[src/sv/npcm_pkg.sv]
package npcm_pkg;

   // Sizes of the palette store and of the raster.
   localparam int PALETTE_ENTRIES = 256;
   localparam int MAX_DIMENSION   = 1024;

   // Fixed field widths.
   localparam int CHAN_W  = 8;
   localparam int PIX_W   = 8;
   localparam int CODE_W  = 4;
   localparam int COORD_W = 12;
   localparam int CFG_W   = 11;
   localparam int DIST_W  = 10;
   localparam int NUM_HUES = 16;
   localparam int HUE_W   = 4;

   // Derived widths.
   localparam int IDX_W = (PALETTE_ENTRIES > 1) ? $clog2(PALETTE_ENTRIES) : 1;
   localparam int CNT_W = (MAX_DIMENSION > 1) ? $clog2(MAX_DIMENSION) : 1;
   localparam int DIM_W = $clog2(MAX_DIMENSION + 1);

   // Configuration register indexes.
   typedef enum logic [1:0] {
      REG_ORIGIN_X     = 2'd0,
      REG_ORIGIN_Y     = 2'd1,
      REG_IMAGE_WIDTH  = 2'd2,
      REG_IMAGE_HEIGHT = 2'd3
   } cfg_reg_type;

   // Input item kinds.
   localparam logic ACT_PALETTE = 1'b0;
   localparam logic ACT_PIXEL   = 1'b1;

   // Display color codes forced for strong hues.
   localparam logic [CODE_W-1:0] CODE_BLUE        = 4'd1;
   localparam logic [CODE_W-1:0] CODE_GREEN       = 4'd2;
   localparam logic [CODE_W-1:0] CODE_RED         = 4'd4;
   localparam logic [CODE_W-1:0] CODE_LIGHT_BLUE  = 4'd9;
   localparam logic [CODE_W-1:0] CODE_LIGHT_GREEN = 4'd10;
   localparam logic [CODE_W-1:0] CODE_LIGHT_RED   = 4'd12;
   localparam logic [CODE_W-1:0] CODE_NONE        = 4'd0;

   // Thresholds of the strong-hue test.
   localparam logic [CHAN_W-1:0] STRONG_HIGH = 8'd150;
   localparam logic [CHAN_W-1:0] STRONG_LOW  = 8'd100;
   localparam logic [CHAN_W-1:0] PURE_LOW    = 8'd50;

   // Display color table, one entry per code.
   localparam logic [CHAN_W-1:0] HUE_R [NUM_HUES] = '{
      8'd0, 8'd0, 8'd0, 8'd0, 8'd255, 8'd255, 8'd255, 8'd168,
      8'd84, 8'd127, 8'd127, 8'd127, 8'd255, 8'd255, 8'd255, 8'd255};
   localparam logic [CHAN_W-1:0] HUE_G [NUM_HUES] = '{
      8'd0, 8'd0, 8'd255, 8'd255, 8'd0, 8'd0, 8'd127, 8'd168,
      8'd84, 8'd127, 8'd255, 8'd255, 8'd127, 8'd127, 8'd255, 8'd255};
   localparam logic [CHAN_W-1:0] HUE_B [NUM_HUES] = '{
      8'd0, 8'd255, 8'd0, 8'd255, 8'd0, 8'd255, 8'd0, 8'd168,
      8'd84, 8'd255, 8'd127, 8'd255, 8'd127, 8'd255, 8'd127, 8'd255};

   // Write command from the color matcher into the palette store.
   typedef struct packed {
      logic              en;
      logic [IDX_W-1:0]  addr;
      logic [CODE_W-1:0] code;
   } pal_wr_type;

endpackage

[src/sv/npcm_req_if.sv]
interface npcm_req_if;
   import npcm_pkg::*;

   logic              valid;
   logic              ready;
   logic              action;
   logic [CHAN_W-1:0] red;
   logic [CHAN_W-1:0] green;
   logic [CHAN_W-1:0] blue;
   logic [PIX_W-1:0]  pixel_index;

   modport source (output valid, action, red, green, blue, pixel_index, input ready);
   modport sink (input valid, action, red, green, blue, pixel_index, output ready);
endinterface

[src/sv/npcm_rsp_if.sv]
interface npcm_rsp_if;
   import npcm_pkg::*;

   logic               valid;
   logic               ready;
   logic [COORD_W-1:0] screen_x;
   logic [COORD_W-1:0] screen_y;
   logic [CODE_W-1:0]  display_color;
   logic               frame_last;

   modport source (output valid, screen_x, screen_y, display_color, frame_last,
                   input ready);
   modport sink (input valid, screen_x, screen_y, display_color, frame_last,
                 output ready);
endinterface

[src/sv/npcm_csr_if.sv]
interface npcm_csr_if;
   import npcm_pkg::*;

   logic             valid;
   logic             ready;
   logic [1:0]       index;
   logic [CFG_W-1:0] data;

   modport source (output valid, index, data, input ready);
   modport sink (input valid, index, data, output ready);
endinterface

[src/sv/nearest_palette_color_mapper.sv]
// Nearest palette color mapper. Palette beats (action 0) carry RGB entries
// that are written in order to a 256-entry code store; each entry is mapped
// to the nearest of 16 display colors by Manhattan distance, with strong red,
// green and blue forced to the pure or light shade. Palette beats give no
// result. The 16 distances are registered as the beat is taken, and the
// minimum tree and the store write follow in the next cycle. Pixel beats
// (action 1) read the store through its single registered read port and
// leave with screen coordinates through the lookup stage and the output
// register; rows arrive bottom-up and are flipped on screen. One beat of
// either kind is accepted every cycle while the result side keeps up; a pixel
// that reads an entry still being written sees the new code through a
// forwarding path. Writing image_width or image_height restarts the frame.
// Configure only while the block is idle.
module nearest_palette_color_mapper (
   input logic         clock,
   input logic         reset,
   npcm_req_if.sink    req_ch,
   npcm_rsp_if.source  rsp_ch,
   npcm_csr_if.sink    csr_ch
);
   import npcm_pkg::*;

   localparam logic [PIX_W:0] PIX_LIMIT = (PIX_W + 1)'(PALETTE_ENTRIES);

   logic               req_take;
   logic               pix_acc;
   logic               pal_acc;
   logic               csr_acc;
   pal_wr_type         pal_wr;
   logic [CODE_W-1:0]  rd_code;

   logic [CFG_W-1:0]   origin_x_ff, origin_y_ff;
   logic [DIM_W-1:0]   width_ff, height_ff;
   logic [CNT_W-1:0]   col_ff, col_in;
   logic [CNT_W-1:0]   row_ff, row_in;
   logic               col_end, row_end;

   logic               p1_valid_ff, p1_valid_in;
   logic [COORD_W-1:0] p1_x_ff, p1_y_ff;
   logic               p1_last_ff, p1_range_ff;
   logic               p1_move;

   logic               rsp_valid_ff, rsp_valid_in;
   logic [COORD_W-1:0] rsp_x_ff, rsp_y_ff;
   logic [CODE_W-1:0]  rsp_code_ff;
   logic               rsp_last_ff;

   function automatic logic [DIM_W-1:0] clamp_dim(input logic [CFG_W-1:0] v);
      int d;
      d = int'(v);
      if (d == 0) begin
         d = 1;
      end else if (d > MAX_DIMENSION) begin
         d = MAX_DIMENSION;
      end
      return DIM_W'(d);
   endfunction

   // Handshake.
   assign p1_move      = p1_valid_ff && (!rsp_valid_ff || rsp_ch.ready);
   assign req_ch.ready = !p1_valid_ff || p1_move;
   assign req_take     = req_ch.valid && req_ch.ready;
   assign pix_acc      = req_take && (req_ch.action == ACT_PIXEL);
   assign pal_acc      = req_take && (req_ch.action == ACT_PALETTE);
   assign csr_ch.ready = 1'b1;
   assign csr_acc      = csr_ch.valid;

   // Palette mapping and code store.
   npcm_color_match u_match (
      .clock   (clock),
      .reset   (reset),
      .load_en (pal_acc),
      .red     (req_ch.red),
      .green   (req_ch.green),
      .blue    (req_ch.blue),
      .wr      (pal_wr)
   );

   npcm_palette_store u_store (
      .clock   (clock),
      .wr      (pal_wr),
      .rd_en   (pix_acc),
      .rd_addr (req_ch.pixel_index[IDX_W-1:0]),
      .rd_code (rd_code)
   );

   // Configuration registers.
   always_ff @(posedge clock) begin
      if (reset) begin
         origin_x_ff <= '0;
         origin_y_ff <= '0;
         width_ff    <= DIM_W'(1);
         height_ff   <= DIM_W'(1);
      end else if (csr_acc) begin
         unique case (cfg_reg_type'(csr_ch.index))
            REG_ORIGIN_X:     origin_x_ff <= csr_ch.data;
            REG_ORIGIN_Y:     origin_y_ff <= csr_ch.data;
            REG_IMAGE_WIDTH:  width_ff    <= clamp_dim(csr_ch.data);
            REG_IMAGE_HEIGHT: height_ff   <= clamp_dim(csr_ch.data);
         endcase
      end
   end

   // Raster counters.
   assign col_end = (DIM_W'(col_ff) + DIM_W'(1)) == width_ff;
   assign row_end = (DIM_W'(row_ff) + DIM_W'(1)) == height_ff;

   always_comb begin
      col_in = col_ff;
      row_in = row_ff;
      if (csr_acc && (cfg_reg_type'(csr_ch.index) == REG_IMAGE_WIDTH ||
                      cfg_reg_type'(csr_ch.index) == REG_IMAGE_HEIGHT)) begin
         col_in = '0;
         row_in = '0;
      end else if (pix_acc) begin
         if (col_end) begin
            col_in = '0;
            row_in = row_end ? '0 : row_ff + 1'b1;
         end else begin
            col_in = col_ff + 1'b1;
         end
      end
   end

   always_ff @(posedge clock) begin
      if (reset) begin
         col_ff <= '0;
         row_ff <= '0;
      end else begin
         col_ff <= col_in;
         row_ff <= row_in;
      end
   end

   // Lookup stage: coordinates travel beside the store read.
   assign p1_valid_in = pix_acc ? 1'b1 : (p1_move ? 1'b0 : p1_valid_ff);

   always_ff @(posedge clock) begin
      if (pix_acc) begin
         p1_x_ff     <= COORD_W'(origin_x_ff) + COORD_W'(col_ff);
         p1_y_ff     <= COORD_W'(origin_y_ff) + COORD_W'(height_ff)
                        - COORD_W'(1) - COORD_W'(row_ff);
         p1_last_ff  <= col_end && row_end;
         p1_range_ff <= {1'b0, req_ch.pixel_index} < PIX_LIMIT;
      end
   end

   // Output register.
   assign rsp_valid_in = p1_move ? 1'b1 : (rsp_ch.ready ? 1'b0 : rsp_valid_ff);

   always_ff @(posedge clock) begin
      if (reset) begin
         p1_valid_ff  <= 1'b0;
         rsp_valid_ff <= 1'b0;
      end else begin
         p1_valid_ff  <= p1_valid_in;
         rsp_valid_ff <= rsp_valid_in;
      end
   end

   always_ff @(posedge clock) begin
      if (p1_move) begin
         rsp_x_ff    <= p1_x_ff;
         rsp_y_ff    <= p1_y_ff;
         rsp_code_ff <= p1_range_ff ? rd_code : CODE_NONE;
         rsp_last_ff <= p1_last_ff;
      end
   end

   assign rsp_ch.valid         = rsp_valid_ff;
   assign rsp_ch.screen_x      = rsp_x_ff;
   assign rsp_ch.screen_y      = rsp_y_ff;
   assign rsp_ch.display_color = rsp_code_ff;
   assign rsp_ch.frame_last    = rsp_last_ff;

   // A pixel beat always lands in the lookup stage.
   a_pix_to_p1: assert property (@(posedge clock) disable iff (reset)
      pix_acc |=> p1_valid_ff)
      else $error("pixel beat lost before lookup stage");

   // A palette beat produces a store write in the next cycle.
   a_pal_write: assert property (@(posedge clock) disable iff (reset)
      pal_acc |=> pal_wr.en)
      else $error("palette beat did not reach the store");

   // The counters restart after the last pixel of a frame.
   a_frame_wrap: assert property (@(posedge clock) disable iff (reset)
      (pix_acc && col_end && row_end) |=> (col_ff == '0 && row_ff == '0))
      else $error("raster counters did not restart after frame end");

   // With both stages full and the result stalled, no beat is taken.
   a_full_stall: assert property (@(posedge clock) disable iff (reset)
      (p1_valid_ff && rsp_valid_ff && !rsp_ch.ready) |-> !req_ch.ready)
      else $error("beat accepted while pipeline full");

endmodule

[src/sv/npcm_color_match.sv]
module npcm_color_match (
   input  logic                    clock,
   input  logic                    reset,
   input  logic                    load_en,
   input  logic [npcm_pkg::CHAN_W-1:0] red,
   input  logic [npcm_pkg::CHAN_W-1:0] green,
   input  logic [npcm_pkg::CHAN_W-1:0] blue,
   output npcm_pkg::pal_wr_type    wr
);
   import npcm_pkg::*;

   logic [CHAN_W-1:0] HALF_UNUSED;
   logic [IDX_W-1:0]  load_ptr_ff, load_ptr_in;
   logic              s1_valid_ff;
   logic [IDX_W-1:0]  s1_addr_ff;
   logic [DIST_W-1:0] s1_dist_ff [NUM_HUES];
   logic              s1_strong_ff;
   logic [CODE_W-1:0] s1_strong_code_ff;
   logic [DIST_W-1:0] dist_in [NUM_HUES];
   logic              strong_in;
   logic [CODE_W-1:0] strong_code_in;
   logic [DIST_W-1:0] l1_d [8];
   logic [HUE_W-1:0]  l1_k [8];
   logic [DIST_W-1:0] l2_d [4];
   logic [HUE_W-1:0]  l2_k [4];
   logic [DIST_W-1:0] l3_d [2];
   logic [HUE_W-1:0]  l3_k [2];
   logic [HUE_W-1:0]  best_k;

   assign HALF_UNUSED = '0;

   function automatic logic [DIST_W-1:0] abs_diff(input logic [CHAN_W-1:0] a,
                                                  input logic [CHAN_W-1:0] b);
      logic [CHAN_W-1:0] d;
      d = (a > b) ? (a - b) : (b - a);
      return DIST_W'(d);
   endfunction

   // Stage one: Manhattan distance to every display color, and the strong-hue test.
   always_comb begin
      for (int k = 0; k < NUM_HUES; k++) begin
         dist_in[k] = abs_diff(red, HUE_R[k]) + abs_diff(green, HUE_G[k])
                    + abs_diff(blue, HUE_B[k]);
      end
      strong_in      = 1'b0;
      strong_code_in = CODE_NONE;
      priority if (red < STRONG_LOW && green < STRONG_LOW && blue > STRONG_HIGH) begin
         strong_in      = 1'b1;
         strong_code_in = (red < PURE_LOW && green < PURE_LOW) ? CODE_BLUE
                                                               : CODE_LIGHT_BLUE;
      end else if (red < STRONG_LOW && green > STRONG_HIGH && blue < STRONG_LOW) begin
         strong_in      = 1'b1;
         strong_code_in = (red < PURE_LOW && blue < PURE_LOW) ? CODE_GREEN
                                                              : CODE_LIGHT_GREEN;
      end else if (red > STRONG_HIGH && green < STRONG_LOW && blue < STRONG_LOW) begin
         strong_in      = 1'b1;
         strong_code_in = (green < PURE_LOW && blue < PURE_LOW) ? CODE_RED
                                                                : CODE_LIGHT_RED;
      end else begin
         strong_in      = 1'b0;
         strong_code_in = CODE_NONE | CODE_W'(HALF_UNUSED);
      end
   end

   // Load pointer wraps after the last palette entry.
   always_comb begin
      load_ptr_in = load_ptr_ff;
      if (load_en) begin
         load_ptr_in = (load_ptr_ff == IDX_W'(PALETTE_ENTRIES - 1)) ? '0
                                                                   : load_ptr_ff + 1'b1;
      end
   end

   always_ff @(posedge clock) begin
      if (reset) begin
         load_ptr_ff <= '0;
         s1_valid_ff <= 1'b0;
      end else begin
         load_ptr_ff <= load_ptr_in;
         s1_valid_ff <= load_en;
      end
   end

   always_ff @(posedge clock) begin
      if (load_en) begin
         s1_addr_ff        <= load_ptr_ff;
         s1_dist_ff        <= dist_in;
         s1_strong_ff      <= strong_in;
         s1_strong_code_ff <= strong_code_in;
      end
   end

   // Stage two: minimum tree; on a tie the lower code keeps its place.
   always_comb begin
      for (int i = 0; i < 8; i++) begin
         if (s1_dist_ff[2*i+1] < s1_dist_ff[2*i]) begin
            l1_d[i] = s1_dist_ff[2*i+1];
            l1_k[i] = HUE_W'(2*i+1);
         end else begin
            l1_d[i] = s1_dist_ff[2*i];
            l1_k[i] = HUE_W'(2*i);
         end
      end
      for (int i = 0; i < 4; i++) begin
         if (l1_d[2*i+1] < l1_d[2*i]) begin
            l2_d[i] = l1_d[2*i+1];
            l2_k[i] = l1_k[2*i+1];
         end else begin
            l2_d[i] = l1_d[2*i];
            l2_k[i] = l1_k[2*i];
         end
      end
      for (int i = 0; i < 2; i++) begin
         if (l2_d[2*i+1] < l2_d[2*i]) begin
            l3_d[i] = l2_d[2*i+1];
            l3_k[i] = l2_k[2*i+1];
         end else begin
            l3_d[i] = l2_d[2*i];
            l3_k[i] = l2_k[2*i];
         end
      end
      best_k = (l3_d[1] < l3_d[0]) ? l3_k[1] : l3_k[0];
   end

   // The store write happens at the end of stage two.
   assign wr.en   = s1_valid_ff;
   assign wr.addr = s1_addr_ff;
   assign wr.code = s1_strong_ff ? s1_strong_code_ff : CODE_W'(best_k);

endmodule

[src/sv/npcm_palette_store.sv]
module npcm_palette_store (
   input  logic                       clock,
   input  npcm_pkg::pal_wr_type       wr,
   input  logic                       rd_en,
   input  logic [npcm_pkg::IDX_W-1:0] rd_addr,
   output logic [npcm_pkg::CODE_W-1:0] rd_code
);
   import npcm_pkg::*;

   logic [CODE_W-1:0] palette_mem [PALETTE_ENTRIES];
   logic [CODE_W-1:0] rd_data_ff;
   logic [CODE_W-1:0] fwd_code_ff;
   logic              fwd_hit_ff;

   // One write port and one registered read port.
   always_ff @(posedge clock) begin
      if (wr.en) begin
         palette_mem[wr.addr] <= wr.code;
      end
      if (rd_en) begin
         rd_data_ff <= palette_mem[rd_addr];
      end
   end

   // A write to the same entry in the read cycle is forwarded past the array.
   always_ff @(posedge clock) begin
      if (rd_en) begin
         fwd_hit_ff  <= wr.en && (wr.addr == rd_addr);
         fwd_code_ff <= wr.code;
      end
   end

   assign rd_code = fwd_hit_ff ? fwd_code_ff : rd_data_ff;

endmodule
[src/flat_wrapper.sv]
// flat-port wrapper written by rule: the top's interface ports become plain ports
module nearest_palette_color_mapper_flat import npcm_pkg::*;
  (clock, reset, req_ch_valid, req_ch_action, req_ch_red, req_ch_green, req_ch_blue, req_ch_pixel_index, req_ch_ready, rsp_ch_valid, rsp_ch_screen_x, rsp_ch_screen_y, rsp_ch_display_color, rsp_ch_frame_last, rsp_ch_ready, csr_ch_valid, csr_ch_index, csr_ch_data, csr_ch_ready);
  npcm_req_if req_ch_i ();
  npcm_rsp_if rsp_ch_i ();
  npcm_csr_if csr_ch_i ();
  input logic clock;
  input logic reset;
  input wire logic [$bits(req_ch_i.valid)-1:0] req_ch_valid;
  input wire logic [$bits(req_ch_i.action)-1:0] req_ch_action;
  input wire logic [$bits(req_ch_i.red)-1:0] req_ch_red;
  input wire logic [$bits(req_ch_i.green)-1:0] req_ch_green;
  input wire logic [$bits(req_ch_i.blue)-1:0] req_ch_blue;
  input wire logic [$bits(req_ch_i.pixel_index)-1:0] req_ch_pixel_index;
  output wire logic [$bits(req_ch_i.ready)-1:0] req_ch_ready;
  output wire logic [$bits(rsp_ch_i.valid)-1:0] rsp_ch_valid;
  output wire logic [$bits(rsp_ch_i.screen_x)-1:0] rsp_ch_screen_x;
  output wire logic [$bits(rsp_ch_i.screen_y)-1:0] rsp_ch_screen_y;
  output wire logic [$bits(rsp_ch_i.display_color)-1:0] rsp_ch_display_color;
  output wire logic [$bits(rsp_ch_i.frame_last)-1:0] rsp_ch_frame_last;
  input wire logic [$bits(rsp_ch_i.ready)-1:0] rsp_ch_ready;
  input wire logic [$bits(csr_ch_i.valid)-1:0] csr_ch_valid;
  input wire logic [$bits(csr_ch_i.index)-1:0] csr_ch_index;
  input wire logic [$bits(csr_ch_i.data)-1:0] csr_ch_data;
  output wire logic [$bits(csr_ch_i.ready)-1:0] csr_ch_ready;
  assign req_ch_i.valid = req_ch_valid;
  assign req_ch_i.action = req_ch_action;
  assign req_ch_i.red = req_ch_red;
  assign req_ch_i.green = req_ch_green;
  assign req_ch_i.blue = req_ch_blue;
  assign req_ch_i.pixel_index = req_ch_pixel_index;
  assign req_ch_ready = req_ch_i.ready;
  assign rsp_ch_valid = rsp_ch_i.valid;
  assign rsp_ch_screen_x = rsp_ch_i.screen_x;
  assign rsp_ch_screen_y = rsp_ch_i.screen_y;
  assign rsp_ch_display_color = rsp_ch_i.display_color;
  assign rsp_ch_frame_last = rsp_ch_i.frame_last;
  assign rsp_ch_i.ready = rsp_ch_ready;
  assign csr_ch_i.valid = csr_ch_valid;
  assign csr_ch_i.index = csr_ch_index;
  assign csr_ch_i.data = csr_ch_data;
  assign csr_ch_ready = csr_ch_i.ready;
  nearest_palette_color_mapper u_core (.clock(clock), .reset(reset), .req_ch(req_ch_i), .rsp_ch(rsp_ch_i), .csr_ch(csr_ch_i));
endmodule
[config.mk]
export PLATFORM = sky130hd
export DESIGN_NAME = nearest_palette_color_mapper_flat
export DESIGN_NICKNAME = d
export VERILOG_FILES = /design/src/sv/npcm_pkg.sv /design/src/sv/npcm_req_if.sv /design/src/sv/npcm_rsp_if.sv /design/src/sv/npcm_csr_if.sv /design/src/sv/nearest_palette_color_mapper.sv /design/src/sv/npcm_color_match.sv /design/src/sv/npcm_palette_store.sv /design/src/flat_wrapper.sv
export SDC_FILE = /design/constraint.sdc
export NUM_CORES = 2
export LEC_CHECK = 0
export BUFFER_PORTS_ARGS = -buffer_cell sky130_fd_sc_hd__buf_4
export CELL_PAD_IN_SITES_DETAIL_PLACEMENT = 0
export CELL_PAD_IN_SITES_GLOBAL_PLACEMENT = 1
export CORE_UTILIZATION = 26
export CTS_CLUSTER_SIZE = 8
export DETAILED_ROUTE_END_ITERATION = 10
export PLACE_DENSITY_LB_ADDON = 0.1
export SLEW_MARGIN = 5
export SYNTH_ARGS = -nofsm -noshare
export SYNTH_HDL_FRONTEND = slang
export SYNTH_SLANG_ARGS = --single-unit
[constraint.sdc]
create_clock -name clock -period 11.55 [get_ports clock]
set_clock_uncertainty 0.2 [all_clocks]
set_input_delay 0 -clock clock [delete_from_list [all_inputs] [get_ports clock]]
set_output_delay 0 -clock clock [all_outputs]
set_load 0.05 [all_outputs]
After elaboration in Yosys (flattened, before gate mapping)
Memory sizes are Yosys's and may differ from the RTL's. A register that Yosys moved wholly into a read port is not among the register bits.
Index checks and enable logic that the tools add are counted.
- flip-flop bits (word level): 307
- memories kept: 1
- bits in writable memories: 1024
- logic and storage cells: 244
- input bits: 51
- equal/unequal tests: 7
- bitwise logic cells: 1
- magnitude comparators: 40
- muxes and demuxes: 64
- reductions and logical operators: 32
- add/subtract/negate cells: 61
- memories (memory ; depth ; bits a word ; read ports ; clocked after memory_dff ; wr ports ; RTL line ; text):
    u_core.u_store.palette_mem ; 256 ; 4 ; 1 ; 1 ; 1 ; npcm_palette_store.sv:10 ; logic [CODE_W-1:0] palette_mem [PALETTE_ENTRIES];
- operator list (cell ; count):
    2-to-1 mux 10 bit ; 16
    less-than comparator 10 bit ; 15
    2-to-1 mux 8 bit ; 16
    adder 9 x 8 -> 10 bit ; 9
    adder 8 x 8 -> 9 bit ; 9
    greater-than comparator 8 bit, second input constant ; 9
    adder 10 x 8 -> 10 bit ; 7
    2-to-1 mux 4 bit ; 15
    greater-than comparator 8 x 7 -> 1 bit, second input constant ; 6
    subtractor 7 x 8 -> 8 bit, first input constant ; 6
    subtractor 8 x 7 -> 8 bit, second input constant ; 6
    subtractor 8 bit, first input constant ; 6
    subtractor 8 bit, second input constant ; 6
    greater-than comparator 8 x 1 -> 1 bit, second input constant ; 3
    less-than comparator 8 x 6 -> 1 bit, second input constant ; 3
    less-than comparator 8 x 7 -> 1 bit, second input constant ; 3
    subtractor 1 x 8 -> 8 bit, first input constant ; 3
    adder 10 x 1 -> 11 bit, second input constant ; 2
    == test 11 bit ; 2
    2-to-1 mux 11 bit ; 2
    adder 10 x 1 -> 10 bit, second input constant ; 2
    logical AND 1 bit ; 16
    2-to-1 mux 1 bit ; 15
    adder 11 x 10 -> 12 bit ; 1
    17 further kinds ; 27

Logic depth before layout (Yosys ltp)
- depth in word-level cells: 9
- depth in mapped cells: 44
- gate-level depth less buffers: 41

Hierarchy
Synthesis repeated with hierarchy kept, for this count alone.
- cell total of the unflattened synthesis: 4834
- area, all modules: 66339.9 um^2
- by module, submodules not included (module ; sequential area each (um^2) ; area each (um^2) ; cells an instance ; times used):
    npcm_palette_store ; 31019.8 ; 41038.1 ; 2139 ; 1
    npcm_color_match ; 5014.8 ; 18944.4 ; 2038 ; 1
    nearest_palette_color_mapper ; 2942.8 ; 6357.3 ; 657 ; 1

Worst setup path after synthesis
Ideal clock, no wire load.
- path kind: reg-to-reg
- start: register u_core.u_match.s1_dist_ff[1] in the netlist's numbering
- end: register u_core.u_store.fwd_code_ff[3] (data pin)
- arrival: 10.896 ns
- slack: -0.398 ns
- period minus slack after synthesis: 11.948 ns
- required time: 10.498 ns
- buffers on the path: 4
- stages on the path, launching flop included: 37
- cells stage by stage: edfxtp_1 > ha_1 > o21a_1 > o21a_1 > o21ai_0 > a21oi_1 > or4_1 > a31oi_2 > mux2_2 > ha_1 > nand2_1 > nor3_1 > o21ai_0 > nor2b_1 > o21ai_0 > clkbuf_1 > clkbuf_1 > a21oi_1 > ha_1 > a2111oi_0 > o21ai_0 > o21ai_0 > o21ai_0 > o41ai_1 > clkbuf_1 > clkbuf_1 > o21ai_0 > ha_1 > a21o_1 > a21o_1 > a21oi_1 > o21ai_0 > nand3_1 > nand2_1 > o41a_1 > nand2_1 > o21a_1
- RTL lines (what ; RTL line ; text):
    start: declaration ; npcm_color_match.sv:16 ; logic [DIST_W-1:0] s1_dist_ff [NUM_HUES];
    start signal: assignment ; npcm_color_match.sv:87 ; s1_dist_ff <= dist_in;
    end signal: assignment ; npcm_palette_store.sv:29 ; fwd_code_ff <= wr.code;
    end: declaration ; npcm_palette_store.sv:12 ; logic [CODE_W-1:0] fwd_code_ff;

==> impl_metrics.json <==
{
  "reg2reg_slack_ps": 1390,
  "portBuffers": 81,
  "drive_above_1_share": 0.158,
  "reg2reg_to": "u_core.u_store.palette_mem[185][1]",
  "setup_tns_ps": 0,
  "r2r_cells": 35,
  "hp-start": "req_ch_green[3]",
  "fill_cells": 24700,
  "crit_path_top_delay_cell": "o41ai_2",
  "dr.pass1.iters": 6,
  "dp_hpwl_mm": 134,
  "globalRouteTotalUtil": 0.155,
  "criticalPathCategory": "reg2reg",
  "io_pins": 83,
  "yosysTopAreaCell": "edfxtp_1",
  "ys_types": 77,
  "final_hold_viol_count": 0,
  "min_to": "u_core.u_match.s1_dist_ff[63]",
  "grt_pass1_wl_mm": 283,
  "crit_top_cell": "o21ai_0",
  "cts.sinks": 1324,
  "synth-seq-cells": 1324,
  "path_max_fanout": 88,
  "ys.flop_type": "edfxtp_1",
  "tritoncts.num_buffers": 186,
  "chipWidth_um": 504,
  "fmax_mhz": 98.4,
  "synth.avg_cell_area_um2": 14.5,
  "final.min_clock_period_ps": 10160,
  "crit_path_end_kind": "flip-flop",
  "arrival_ps": 10450,
  "hold_class": "in2reg",
  "clock_path_buffers": 3,
  "power.density_nw_per_um2": 263,
  "yosysSeqAreaShare": 0.596,
  "netlist_area_um2": 65400,
  "nets": 5182,
  "via_per_inst": 4.59,
  "rows": 183,
  "drcViolationCount": 0,
  "fin_area_um2": 76000,
  "die_h_um": 504,
  "async_flop_share": 0,
  "rr_startpoint": "u_core.u_match.s1_dist_ff[1]",
  "wl_per_cell_um": 24.1,
  "grt_pass1_vias": 39100,
  "initial_core_util": 0.262,
  "crit_family": "compound AO/OA/AOI/OAI gates",
  "hold_depth": 5,
  "slew_viol_final": 0,
  "setup_viol": 0,
  "core_um2": 249000,
  "antenna_found_initial": 6,
  "drtAntennaViolNets": 0,
  "grt_max_degree": 170,
  "rsz0062_at_grt": "no",
  "root_buffer": "clkbuf_16",
  "synth_most_common_cell": "edfxtp_1",
  "status": "finished clean",
  "dieArea_um2": 254000,
  "cts_tree": "built",
  "cap_violations": 0,
  "overflow": 0,
  "dpl-instance-area_um2": 70000,
  "maxSlewHeadroom": 0.291,
  "syn-num-nets": 4974,
  "total_leakage_power_nw": 26.4,
  "ys_warn_count": 0,
  "required_ps": 11840,
  "gp_congestion": 0.766,
  "worst_slew_pin_slew_ps": 1040,
  "period_share": 0.880,
  "max-vdd-ir-drop_v": 0.00102,
  "critPathBufInv": 2,
  "start_kind": "flip-flop",
  "yosys-top-cells-area": "edfxtp_1 (57%), mux4_2 (12%), ha_1 (6.8%)",
  "drt_iter0_drc": 2266,
  "clk_latency_ps": 850,
  "synth_edf_count": 1249,
  "cts_resized": 0,
  "wirelength_mm": 195,
  "ys_top_cells_by_count": "edfxtp_1 (1249), nor2_1 (450), ha_1 (358), a21oi_1 (341), mux4_2 (340)",
  "cts_max_level": 4,
  "syn_to_final_growth_pct": 16.2,
  "netlist.area_leader.share": 0.574,
  "netlist_instances": 4508,
  "critPathMaxStageDelay_ps": 790,
  "dr_total_vias": 37100,
  "cts.clk_slew.worst_paths_ps": 60
}
[worst max path at each step]
stage / start / cells after the start / endpoint / slack [ps]
floorplan: u_core.u_match.s1_dist_ff[1] / 36 / u_core.u_store.fwd_code_ff[0] / 1130
detailed placement: u_core.u_match.s1_dist_ff[1] / 35 / u_core.u_store.palette_mem[15][1] / 1430
global placement: u_core.u_match.s1_dist_ff[1] / 35 / u_core.u_store.palette_mem[37][0] / 1290
global route: u_core.u_match.s1_dist_ff[1] / 35 / u_core.u_store.palette_mem[242][1] / 460
finish: u_core.u_match.s1_dist_ff[1] / 35 / u_core.u_store.palette_mem[185][1] / 1390
CTS: u_core.u_match.s1_dist_ff[1] / 35 / u_core.u_store.palette_mem[113][0] / 1330
[registers in the layout, indices dropped and copies added (netlist names), 4 cells and up]
register                          count
u_core.u_match.load_ptr_ff            8
u_core.p1_y_ff                       12
u_core.u_store.fwd_code_ff            4
u_core.u_match.s1_strong_code_ff      4
u_core.width_ff                      11
u_core.col_ff                        10
u_core.origin_y_ff                   11
u_core.rsp_ch.display_color           4
u_core.rsp_ch.screen_x               12
u_core.origin_x_ff                   11
u_core.u_match.s1_dist_ff           149
u_core.u_store.rd_data_ff             4
u_core.u_match.s1_addr_ff             8
u_core.height_ff                     11
u_core.p1_x_ff                       12
u_core.rsp_ch.screen_y               12
u_core.u_store.palette_mem         1024
u_core.row_ff                        10
[logic make-up after synthesis]
family          count (synthesis)  synth area share
fa+ha+maj                     415            0.0859
mux                           432             0.132
flops                        1324             0.596
buf+inv                       520            0.0305
compound gates                704            0.0641
other cells                     1         0.0000573
simple gates                  861            0.0577
xor+xnor                      251            0.0336
[report_power, final]
part           internal (mW)  switching (mW)  leakage (nW)
Sequential              8.43          0.0668          11.9
Clock                   2.89            2.11          2.50
Combinational           1.74            4.75          11.9
[timing repair]
action,in CTS,in global routing
endpoints found under the hold margin,322,0
hold buffers,76,0
buffers inserted,0,0
[per-layer routing]
layer / wire, µm / GRT usage
met5: 0 / 0
met3: 7080 / 0.0265
met2: 92900 / 0.257
met4: 4950 / 0.0436
met1: 89700 / 0.207
[metrics by stage]
step | util | setup slack [ps] | power (mW) | hold WS [ps] | instances
finish | 0.305 | 1390 | 20.0 | 60.1 | 8086
global route | 0.305 | 457 | 21.2 | 39.7 | 8086
CTS | 0.305 | 1330 | 20.4 | 0.143 | 8085
detailed placement | 0.281 | 1430 | 15.3 | 24.6 | 7782
global placement | 0.281 | 1290 | 15.2 | 26.3 | 7782
floorplan | - | 1130 | 12.5 | -122 | 4508
[worst reg2reg max path: cells and delay by family (launching register included)]
family,cells,cell delay (ps)
muxes,1,430
buffers and inverters,2,970
DFF,1,380
adders and majority gates,4,1270
and+or+nand+nor,8,1250
AOI/OAI and AO/OA,20,5200
[layout make-up]
class | count | area, µm² | share of cell area
Antenna cell | 1 | 2.50 | 0.0000329
Clock buffer | 204 | 4740 | 0.0624
Clock inverter | 23 | 423 | 0.00557
Inverter | 335 | 1260 | 0.0166
Multi-Input combinational cell | 2664 | 24500 | 0.322
Sequential cell | 1324 | 39000 | 0.513
Tap cell | 3330 | 4170 | 0.0548
Timing Repair Buffer | 205 | 1880 | 0.0248
[placed cells by master, fill, tap and decap left out, drive strengths merged, types with 7 or more instances in the layout]
cell         instances
and3                19
fa                  57
nand3               33
nand2              192
or3b                 7
o21ai              126
a211oi              12
a31oi               16
mux4               340
xor2                69
xnor2              182
ha                 358
and2                 9
clkinv              24
mux2                28
o21a                22
a21oi              341
nor4                10
nand4               25
nor2b               31
clkbuf             204
or2                  8
o21bai              60
edfxtp            1249
dfxtp               75
buf                129
inv                333
a21o                68
dlygate4sd3         76
mux2i               64
nor2               451
nand2b              27
nor3                26
Power figures use the tool's default switching activity.
